$ cat src/hdl/lcdtr_pkg.sv
// lcdtr_pkg: timing constants, register offsets, mode and action codes and
// the request/result structs shared by the lcd timing and register unit
// no dependencies
`default_nettype none

package lcdtr_pkg;

    localparam int DOTS_PER_LINE   = 456;
    localparam int LINES_PER_FRAME = 154;
    localparam int MODE3_DOTS      = 172;

    localparam int DOT_W  = 9;
    localparam int LINE_W = 8;

    localparam logic [DOT_W-1:0]  DOT_LINE_END      = DOT_W'(DOTS_PER_LINE);
    localparam logic [DOT_W-1:0]  OAM_LAST_DOT      = DOT_W'(79);
    localparam logic [DOT_W-1:0]  DRAW_FIRST_DOT    = DOT_W'(80);
    localparam logic [DOT_W-1:0]  DRAW_LAST_DOT     = DOT_W'(MODE3_DOTS + 80 - 1);
    localparam logic [DOT_W-1:0]  HBLANK_FIRST_DOT  = DOT_W'(MODE3_DOTS + 80);
    localparam logic              HBLANK_REACHED    = (MODE3_DOTS + 80) < DOTS_PER_LINE;
    localparam logic [LINE_W-1:0] LINE_FRAME_END    = LINE_W'(LINES_PER_FRAME);
    localparam logic [LINE_W-1:0] LAST_VISIBLE_LINE = LINE_W'(143);
    localparam logic [LINE_W-1:0] VBLANK_LINE       = LINE_W'(144);

    localparam logic [7:0] STAT_SRC_MASK = 8'h78;
    localparam logic [7:0] STAT_READ_SET = 8'h80;
    localparam int         LCD_ENABLE_BIT = 7;

    localparam logic [1:0] ACT_TICK  = 2'd0;
    localparam logic [1:0] ACT_READ  = 2'd1;
    localparam logic [1:0] ACT_WRITE = 2'd2;

    localparam logic [1:0] MODE_HBLANK = 2'd0;
    localparam logic [1:0] MODE_VBLANK = 2'd1;
    localparam logic [1:0] MODE_OAM    = 2'd2;
    localparam logic [1:0] MODE_DRAW   = 2'd3;

    localparam logic [3:0] REG_LCDC = 4'd0;
    localparam logic [3:0] REG_STAT = 4'd1;
    localparam logic [3:0] REG_SCY  = 4'd2;
    localparam logic [3:0] REG_SCX  = 4'd3;
    localparam logic [3:0] REG_LY   = 4'd4;
    localparam logic [3:0] REG_LYC  = 4'd5;
    localparam logic [3:0] REG_BGP  = 4'd7;
    localparam logic [3:0] REG_OBP0 = 4'd8;
    localparam logic [3:0] REG_OBP1 = 4'd9;

    typedef struct packed {
        logic [1:0] action;
        logic [3:0] reg_offset;
        logic [7:0] write_data;
        logic       stat_pending;
    } t_req;

    typedef struct packed {
        logic [7:0]        read_data;
        logic [1:0]        lcd_mode;
        logic [LINE_W-1:0] line_number;
        logic              vblank_request;
        logic              stat_request;
        logic              sprite_search_now;
        logic              render_line_now;
        logic              frame_done;
    } t_rsp;

endpackage

`default_nettype wire

$ cat src/hdl/lcdtr_req_if.sv
// lcdtr_req_if: valid/ready channel carrying one request into the unit
// no dependencies
`default_nettype none

interface lcdtr_req_if;
    logic       valid;
    logic       ready;
    logic [1:0] action;
    logic [3:0] reg_offset;
    logic [7:0] write_data;
    logic       stat_pending;

    modport source(output valid, action, reg_offset, write_data, stat_pending,
                   input ready);
    modport sink(input valid, action, reg_offset, write_data, stat_pending,
                 output ready);
endinterface

`default_nettype wire

$ cat src/hdl/lcdtr_rsp_if.sv
// lcdtr_rsp_if: valid/ready channel carrying one result out of the unit
// no dependencies
`default_nettype none

interface lcdtr_rsp_if;
    logic       valid;
    logic       ready;
    logic [7:0] read_data;
    logic [1:0] lcd_mode;
    logic [7:0] line_number;
    logic       vblank_request;
    logic       stat_request;
    logic       sprite_search_now;
    logic       render_line_now;
    logic       frame_done;

    modport source(output valid, read_data, lcd_mode, line_number, vblank_request,
                   stat_request, sprite_search_now, render_line_now, frame_done,
                   input ready);
    modport sink(input valid, read_data, lcd_mode, line_number, vblank_request,
                 stat_request, sprite_search_now, render_line_now, frame_done,
                 output ready);
endinterface

`default_nettype wire

$ cat src/hdl/lcdtr_regs.sv
// lcdtr_regs: register file, dot and line counters and the per-request update
// depends on lcdtr_pkg
`default_nettype none

module lcdtr_regs
    import lcdtr_pkg::*;
(
    input  wire logic i_clk,
    input  wire logic i_rst_n,
    input  wire logic i_step,
    input  wire t_req i_req,
    output t_rsp      o_rsp
);

    logic [7:0]        r_lcdc,  n_lcdc;
    logic [3:0]        r_src,   n_src;
    logic [1:0]        r_mode,  n_mode;
    logic              r_coin,  n_coin;
    logic [7:0]        r_scy,   n_scy;
    logic [7:0]        r_scx,   n_scx;
    logic [LINE_W-1:0] r_line,  n_line;
    logic [7:0]        r_lyc,   n_lyc;
    logic [7:0]        r_bgp,   n_bgp;
    logic [7:0]        r_obp0,  n_obp0;
    logic [7:0]        r_obp1,  n_obp1;
    logic [DOT_W-1:0]  r_dot,   n_dot;
    logic [DOT_W-1:0]  dot_inc;
    logic [LINE_W-1:0] line_inc;

    function automatic logic stat_hit(input logic pending, input logic coin,
                                      input logic [1:0] mode, input logic [3:0] src);
        logic hit;
        hit = (coin && src[3]) ||
              (mode == MODE_HBLANK && src[0]) ||
              (mode == MODE_OAM && src[2]) ||
              (mode == MODE_VBLANK && src[1]);
        return !pending && hit;
    endfunction

    assign dot_inc  = r_dot + DOT_W'(1);
    assign line_inc = r_line + LINE_W'(1);

    always_comb begin
        n_lcdc = r_lcdc;
        n_src  = r_src;
        n_mode = r_mode;
        n_coin = r_coin;
        n_scy  = r_scy;
        n_scx  = r_scx;
        n_line = r_line;
        n_lyc  = r_lyc;
        n_bgp  = r_bgp;
        n_obp0 = r_obp0;
        n_obp1 = r_obp1;
        n_dot  = r_dot;
        o_rsp  = '0;
        case (i_req.action)
            ACT_TICK: begin
                if (r_lcdc[LCD_ENABLE_BIT]) begin
                    if (r_line <= LAST_VISIBLE_LINE) begin
                        if (r_dot == '0) begin
                            n_coin = (r_lyc == r_line);
                            o_rsp.stat_request = stat_hit(i_req.stat_pending,
                                                          n_coin, r_mode, r_src);
                            n_mode = MODE_OAM;
                        end
                        o_rsp.sprite_search_now = (r_dot == OAM_LAST_DOT);
                        if (r_dot == DRAW_FIRST_DOT) begin
                            n_mode = MODE_DRAW;
                        end
                        o_rsp.render_line_now = (r_dot == DRAW_LAST_DOT);
                        if (HBLANK_REACHED && r_dot == HBLANK_FIRST_DOT) begin
                            n_mode = MODE_HBLANK;
                        end
                    end else if (r_line == VBLANK_LINE && r_dot == '0) begin
                        n_mode = MODE_VBLANK;
                        o_rsp.vblank_request = 1'b1;
                    end
                    if (dot_inc >= DOT_LINE_END) begin
                        n_dot = '0;
                        if (line_inc >= LINE_FRAME_END) begin
                            n_line = '0;
                            o_rsp.frame_done = 1'b1;
                        end else begin
                            n_line = line_inc;
                        end
                    end else begin
                        n_dot = dot_inc;
                    end
                end
            end
            ACT_READ: begin
                case (i_req.reg_offset)
                    REG_LCDC: o_rsp.read_data = r_lcdc;
                    REG_STAT: o_rsp.read_data = STAT_READ_SET | {1'b0, r_src, r_coin, r_mode};
                    REG_SCY:  o_rsp.read_data = r_scy;
                    REG_SCX:  o_rsp.read_data = r_scx;
                    REG_LY: begin
                        if (!r_lcdc[LCD_ENABLE_BIT]) begin
                            n_line = '0;
                        end else begin
                            o_rsp.read_data = r_line;
                        end
                    end
                    REG_LYC:  o_rsp.read_data = r_lyc;
                    REG_BGP:  o_rsp.read_data = r_bgp;
                    REG_OBP0: o_rsp.read_data = r_obp0;
                    REG_OBP1: o_rsp.read_data = r_obp1;
                    default:  o_rsp.read_data = '0;
                endcase
            end
            ACT_WRITE: begin
                case (i_req.reg_offset)
                    REG_LCDC: n_lcdc = i_req.write_data;
                    REG_STAT: n_src  = 4'((i_req.write_data & STAT_SRC_MASK) >> 3);
                    REG_SCY:  n_scy  = i_req.write_data;
                    REG_SCX:  n_scx  = i_req.write_data;
                    REG_LYC: begin
                        n_lyc  = i_req.write_data;
                        n_coin = (i_req.write_data == r_line);
                        o_rsp.stat_request = stat_hit(i_req.stat_pending,
                                                      n_coin, r_mode, r_src);
                    end
                    REG_BGP:  n_bgp  = i_req.write_data;
                    REG_OBP0: n_obp0 = i_req.write_data;
                    REG_OBP1: n_obp1 = i_req.write_data;
                    default: ;
                endcase
            end
            default: ;
        endcase
        o_rsp.lcd_mode    = n_mode;
        o_rsp.line_number = n_line;
    end

    always_ff @(posedge i_clk) begin
        if (!i_rst_n) begin
            r_lcdc <= '0;
            r_src  <= '0;
            r_mode <= MODE_HBLANK;
            r_coin <= 1'b0;
            r_scy  <= '0;
            r_scx  <= '0;
            r_line <= '0;
            r_lyc  <= '0;
            r_bgp  <= '0;
            r_obp0 <= '0;
            r_obp1 <= '0;
            r_dot  <= '0;
        end else if (i_step) begin
            r_lcdc <= n_lcdc;
            r_src  <= n_src;
            r_mode <= n_mode;
            r_coin <= n_coin;
            r_scy  <= n_scy;
            r_scx  <= n_scx;
            r_line <= n_line;
            r_lyc  <= n_lyc;
            r_bgp  <= n_bgp;
            r_obp0 <= n_obp0;
            r_obp1 <= n_obp1;
            r_dot  <= n_dot;
        end
    end

endmodule

`default_nettype wire

$ cat src/hdl/lcd_timing_and_registers.sv
// lcd_timing_and_registers: top level, input request register, result register
// depends on lcdtr_pkg, lcdtr_req_if, lcdtr_rsp_if, lcdtr_regs
//
// usage:
// requests arrive on i_req (dot tick, register read or register write) and one
// result per request leaves on o_rsp, both as valid/ready channels; a request
// is taken at a clock edge where valid and ready are both high
// the request is captured in an input register; when it advances, the
// register file and counters update and the result is loaded into the output
// register, from which the result is offered on o_rsp until it is taken
// throughput is one request per clock: the input register moves on whenever
// the output register is empty or being drained in the same cycle
// when the receiver stalls the result holds in the output register and one
// further request waits in the input register; i_req.ready drops only once
// both are full
// i_rst_n (synchronous, active low) clears the register file, counters and
// both valid flags; the lcd starts switched off with the line counter at zero
`default_nettype none

module lcd_timing_and_registers
    import lcdtr_pkg::*;
(
    input  wire logic     i_clk,
    input  wire logic     i_rst_n,
    lcdtr_req_if.sink     i_req,
    lcdtr_rsp_if.source   o_rsp
);

    logic r_req_valid;
    t_req r_req;
    logic r_rsp_valid;
    t_rsp r_rsp;
    t_rsp rsp_next;
    logic advance;

    assign advance     = r_req_valid && (!r_rsp_valid || o_rsp.ready);
    assign i_req.ready = !r_req_valid || advance;

    always_ff @(posedge i_clk) begin
        if (!i_rst_n) begin
            r_req_valid <= 1'b0;
        end else if (i_req.ready) begin
            r_req_valid <= i_req.valid;
        end
    end

    always_ff @(posedge i_clk) begin
        if (i_req.ready && i_req.valid) begin
            r_req.action       <= i_req.action;
            r_req.reg_offset   <= i_req.reg_offset;
            r_req.write_data   <= i_req.write_data;
            r_req.stat_pending <= i_req.stat_pending;
        end
    end

    lcdtr_regs u_regs (
        .i_clk   (i_clk),
        .i_rst_n (i_rst_n),
        .i_step  (advance),
        .i_req   (r_req),
        .o_rsp   (rsp_next)
    );

    always_ff @(posedge i_clk) begin
        if (!i_rst_n) begin
            r_rsp_valid <= 1'b0;
        end else if (advance) begin
            r_rsp_valid <= 1'b1;
        end else if (o_rsp.ready) begin
            r_rsp_valid <= 1'b0;
        end
    end

    always_ff @(posedge i_clk) begin
        if (advance) begin
            r_rsp <= rsp_next;
        end
    end

    assign o_rsp.valid             = r_rsp_valid;
    assign o_rsp.read_data         = r_rsp.read_data;
    assign o_rsp.lcd_mode          = r_rsp.lcd_mode;
    assign o_rsp.line_number       = r_rsp.line_number;
    assign o_rsp.vblank_request    = r_rsp.vblank_request;
    assign o_rsp.stat_request      = r_rsp.stat_request;
    assign o_rsp.sprite_search_now = r_rsp.sprite_search_now;
    assign o_rsp.render_line_now   = r_rsp.render_line_now;
    assign o_rsp.frame_done        = r_rsp.frame_done;

endmodule

`default_nettype wire

$ cat src/flat_wrapper.sv
// flat-port wrapper written by rule: the top's interface ports become plain ports
module lcd_timing_and_registers_flat import lcdtr_pkg::*;
  (i_clk, i_rst_n, i_req_valid, i_req_action, i_req_reg_offset, i_req_write_data, i_req_stat_pending, i_req_ready, o_rsp_valid, o_rsp_read_data, o_rsp_lcd_mode, o_rsp_line_number, o_rsp_vblank_request, o_rsp_stat_request, o_rsp_sprite_search_now, o_rsp_render_line_now, o_rsp_frame_done, o_rsp_ready);
  lcdtr_req_if i_req_i ();
  lcdtr_rsp_if o_rsp_i ();
  input  wire logic i_clk;
  input  wire logic i_rst_n;
  input wire logic [$bits(i_req_i.valid)-1:0] i_req_valid;
  input wire logic [$bits(i_req_i.action)-1:0] i_req_action;
  input wire logic [$bits(i_req_i.reg_offset)-1:0] i_req_reg_offset;
  input wire logic [$bits(i_req_i.write_data)-1:0] i_req_write_data;
  input wire logic [$bits(i_req_i.stat_pending)-1:0] i_req_stat_pending;
  output wire logic [$bits(i_req_i.ready)-1:0] i_req_ready;
  output wire logic [$bits(o_rsp_i.valid)-1:0] o_rsp_valid;
  output wire logic [$bits(o_rsp_i.read_data)-1:0] o_rsp_read_data;
  output wire logic [$bits(o_rsp_i.lcd_mode)-1:0] o_rsp_lcd_mode;
  output wire logic [$bits(o_rsp_i.line_number)-1:0] o_rsp_line_number;
  output wire logic [$bits(o_rsp_i.vblank_request)-1:0] o_rsp_vblank_request;
  output wire logic [$bits(o_rsp_i.stat_request)-1:0] o_rsp_stat_request;
  output wire logic [$bits(o_rsp_i.sprite_search_now)-1:0] o_rsp_sprite_search_now;
  output wire logic [$bits(o_rsp_i.render_line_now)-1:0] o_rsp_render_line_now;
  output wire logic [$bits(o_rsp_i.frame_done)-1:0] o_rsp_frame_done;
  input wire logic [$bits(o_rsp_i.ready)-1:0] o_rsp_ready;
  assign i_req_i.valid = i_req_valid;
  assign i_req_i.action = i_req_action;
  assign i_req_i.reg_offset = i_req_reg_offset;
  assign i_req_i.write_data = i_req_write_data;
  assign i_req_i.stat_pending = i_req_stat_pending;
  assign i_req_ready = i_req_i.ready;
  assign o_rsp_valid = o_rsp_i.valid;
  assign o_rsp_read_data = o_rsp_i.read_data;
  assign o_rsp_lcd_mode = o_rsp_i.lcd_mode;
  assign o_rsp_line_number = o_rsp_i.line_number;
  assign o_rsp_vblank_request = o_rsp_i.vblank_request;
  assign o_rsp_stat_request = o_rsp_i.stat_request;
  assign o_rsp_sprite_search_now = o_rsp_i.sprite_search_now;
  assign o_rsp_render_line_now = o_rsp_i.render_line_now;
  assign o_rsp_frame_done = o_rsp_i.frame_done;
  assign o_rsp_i.ready = o_rsp_ready;
  lcd_timing_and_registers u_core (.i_clk(i_clk), .i_rst_n(i_rst_n), .i_req(i_req_i), .o_rsp(o_rsp_i));
endmodule
$ cat config.mk
export PLATFORM = sky130hd
export DESIGN_NAME = lcd_timing_and_registers_flat
export DESIGN_NICKNAME = d
export VERILOG_FILES = /design/src/hdl/lcdtr_pkg.sv /design/src/hdl/lcdtr_req_if.sv /design/src/hdl/lcdtr_rsp_if.sv /design/src/hdl/lcdtr_regs.sv /design/src/hdl/lcd_timing_and_registers.sv /design/src/flat_wrapper.sv
export SDC_FILE = /design/constraint.sdc
export NUM_CORES = 1
export LEC_CHECK = 0
export BUFFER_PORTS_ARGS = -buffer_cell sky130_fd_sc_hd__clkbuf_2
export CELL_PAD_IN_SITES_DETAIL_PLACEMENT = 1
export CELL_PAD_IN_SITES_GLOBAL_PLACEMENT = 1
export CORE_MARGIN = 5
export CORE_UTILIZATION = 40
export CTS_BUF_LIST = sky130_fd_sc_hd__clkbuf_16
export CTS_CLUSTER_DIAMETER = 150
export DETAILED_ROUTE_END_ITERATION = 8
export GPL_TIMING_DRIVEN = 0
export PLACE_DENSITY_LB_ADDON = 0.2
export SLEW_MARGIN = 10
export SYNTH_ARGS = -nofsm -noshare
export SYNTH_HDL_FRONTEND = slang
export SYNTH_SLANG_ARGS = --single-unit
$ cat constraint.sdc
create_clock -name i_clk -period 3.1 [get_ports i_clk]
set_input_delay 0.775 -clock i_clk [delete_from_list [all_inputs] [get_ports i_clk]]
set_output_delay 0.775 -clock i_clk [all_outputs]
set_load 0.005 [all_outputs]
==> impl_results.md <==
* Pin count of the biggest net entering global routing at 33
* Post-synth top area cell: dfxtp_1
* ANT nets after route at 0
* Pleak at 2.60 nW
* Worst setup path startpoint: u_core.r_req[12]$_DFFE_PP_
* Sequential Area at between 0.002 and 0.003 mm²
* # clock sinks at 120
* Number of global-route vias before repair at roughly 5800
* Initial antenna violation count at 0
* Seq/Total Area, Yosys at 43.6%
* Top_reg_cell synth: dfxtp_1
* Global-route wire length before repair at approximately 32 mm
* Dpl cells at 934
* DRT Pass-1 Iters at 5
* Routed len/inst at 20.5 µm
* Die ar. at around 0.019 mm²
* Reg-to-reg slack, setup at ~0.35 ns
* Crit path cell chain: clkbuf_1 -> nand2b_1 -> nor4_1 -> a32oi_4 -> nor2_1 -> a31oi_1
* Syn_area_per_cell at approximately 9.5 µm²
* Peak VDD IR at between 300 and 400 µV
* Buf/Inv on CP at 1
* H-tree depth at 4
* Top cell type's share of synthesized area at roughly 26%
* Pre-CTS WS at -0.751 ns
* Final setup fails at 0
* Critical path data required time at about 3.2 ns
* Port Buffers at between 40 and 50
* Vias per cell at between 5 and 6
* Power Dens Cells at 504 mW/mm²
* Slowest CP cell: nor4_1
* Status: finished, final reports clean
* WP data arrival at roughly 2.9 ns
* Layout cells sized above 1 at around 15%
* Routed wire length at slightly below 20 mm
* Drt initial violations at roughly 410
* Final WS setup at around 0.35 ns
* Async S/R FF share, synth at 0%
* Worst-path clk slew at 0.06 ns
* Postcts setup bufs at 0
* DRC viols at 0
* Synth Instances at 675
* Max FO, Critical Path at 10
* Die Height at 136 µm
* Max-cap violations at 0
* Max frequency at 364 MHz
* DP Wirelength at between 10 and 15 mm
* Final Instance Count excl. Fillers at around 970
* Synth top area cells: dfxtp_1, edfxtp_1, mux2i_1, nor2b_1, nand2_1
* Critical path class: flip-flop to flip-flop
* Critical path endpoint category: flip-flop
* Crit path depth at 6
* IO Count at 44
* Final Net Count at 761
* EDFF count, synth at 38
* Starting Density at about two fifths
* CTS buffer count at 17
* Diode count at 0
* Count of state elements after synthesis at 120
* Setup crit start kind: flip-flop
* Sum Neg Setup Slack at 0 ns
* RSZ-0062 raised after global routing: no
* Grt total ovfl at 0
* Post-Syn Nets at about 700
* Die X at 136 µm
* Layout filler cell count at 1853
* Slowest stage delay, CP at a little over 0.7 ns
* Min-delay src: i_req_reg_offset[1]
* Crit share post-route at 88.6%
* Yosys warnings at 0
* R2R Path Start: u_core.r_req[12]$_DFFE_PP_
* Most frequent cells in the layout: dfxtp_1, nand2_1, nor2b_1
* Clk Latency, worst-skew pair at roughly 0.43 ns
* Final hold violations at 0
* Reg2Reg Depth at 6
* Measured slew at the worst slew-check pin at about 0.94 ns
* All-layer global routing usage at 22.6%
* Area of the multi-input gates at between 0.003 and 0.004 mm²
* CTS tree: built
* Utilization after layout at 47.1%
* CP delay by family, top: simple AND/OR/NAND/NOR gates
* End of the critical path: u_core.o_rsp.line_number[5]$_DFFE_PP_
* R2r endpoint: u_core.o_rsp.line_number[5]$_DFFE_PP_
* Mapped cell area at around 0.0064 mm²
* Via count at ~5500
* Synth unique cells at 74
* Shortest period the worst path allows at ~2.7 ns
* Worst hold path type: input pin to flip-flop
* Core area at ~0.016 mm²
* Area Growth Syn to Fin at 16.5%
* Final slew viol count at 0
* Most common cell after layout, fill and taps aside: dfxtp_1
* Clock Tree Root: clkbuf_16
* Clock skew at between 0.008 and 0.009 ns
* Clock buffer depth at 2
* Row count at 46
* Slew headroom at between 30 and 40%
* GP Congestion at approximately 0.85
what timing repair did:
action / 4_1_cts / 5_1_grt
resized for setup: 1 / 3
setup endpoints to repair: 9 / 7
hold buffers: 0 / 0
layer usage:
metal | vias to the layer above | GRT usage (%) | wire length [µm]
li1 | 2561 | - | -
met1 | 2715 | 27.1 | 8570
met2 | 166 | 38.5 | 9690
met3 | 55 | 4.44 | 806
met4 | 0 | 11.1 | 731
met5 | - | 0 | 0
cells by family (layout without fill, tap and decap cells):
logic type | after synthesis | after routing | synth area share, %
AO/OA/AOI/OAI | 133 | 133 | 15.0
XOR/XNOR | 20 | 20 | 2.75
multiplexers | 61 | 61 | 9.88
buffers and inverters | 70 | 145 | 4.63
adder cells (fa/ha/maj) | 5 | 5 | 0.981
flip-flops | 120 | 120 | 43.6
AND/OR/NAND/NOR | 266 | 266 | 23.2
metrics by stage:
step	power (mW)	hold slack (ns)	instance area, µm²
floorplan	1.81	0.464	6380
global placement	1.89	0.478	6870
detailed placement	1.90	0.503	6870
CTS	3.78	0.499	7420
global route	3.87	0.493	7430
finish	3.75	0.512	7430
layout make-up:
cell class / count / share of cell area [%]
plain buffers: 53 / 3.13
clock buffers: 17 / 5.73
clock inverters: 15 / 1.73
inverters: 17 / 0.876
multi-input cells: 485 / 44.5
flip-flops and latches: 120 / 37.5
well taps: 216 / 3.64
repair buffers: 43 / 2.90
registers in the layout, summed over array words and instances, names as in the netlist, 2 cells and up:
name and count:
u_core.r_req 15, u_core.u_regs.r_scy 8, u_core.u_regs.r_scx 8, u_core.u_regs.r_lyc 8, u_core.u_regs.r_lcdc 8, u_core.u_regs.r_line 8
u_core.o_rsp.lcd_mode 2, u_core.u_regs.r_src 4, u_core.u_regs.r_obp0 8, u_core.u_regs.r_obp1 8, u_core.u_regs.r_dot 9, u_core.o_rsp.read_data 8
u_core.u_regs.r_mode 2, u_core.u_regs.r_bgp 8, u_core.o_rsp.line_number 8
Yosys cell counts, types with 16 or more instances:
| master | number |
|---|---|
| mux2i_1 | 54 |
| clkbuf_1 | 35 |
| edfxtp_1 | 38 |
| a21boi_0 | 21 |
| inv_1 | 16 |
| nor2b_1 | 56 |
| o21ai_0 | 21 |
| nand3_1 | 27 |
| a21oi_1 | 16 |
| nand2_1 | 60 |
| xor2_1 | 16 |
| nor2_1 | 35 |
| dfxtp_1 | 82 |
report_power, final:
group	internal, mW	switching, mW	total (mW)	leakage (nW)
Combinational	0.0621	0.140	0.202	1.32
Clock	1.10	0.782	1.88	0.273
Sequential	1.65	0.0125	1.66	1.01
Total	2.81	0.934	3.75	2.60
how the worst min path moves through the flow:
stage                                           endpoint  cells after the start
floorplan            u_core.u_regs.r_src[3]$_SDFFE_PN0P_                      2
global placement     u_core.u_regs.r_lyc[3]$_SDFFE_PN0P_                      2
detailed placement  u_core.u_regs.r_lcdc[5]$_SDFFE_PN0P_                      2
CTS                           u_core.r_req[10]$_DFFE_PP_                      1
global route                   u_core.r_req[5]$_DFFE_PP_                      1
finish                        u_core.r_req[10]$_DFFE_PP_                      1
Power figures use the tool's default switching activity.
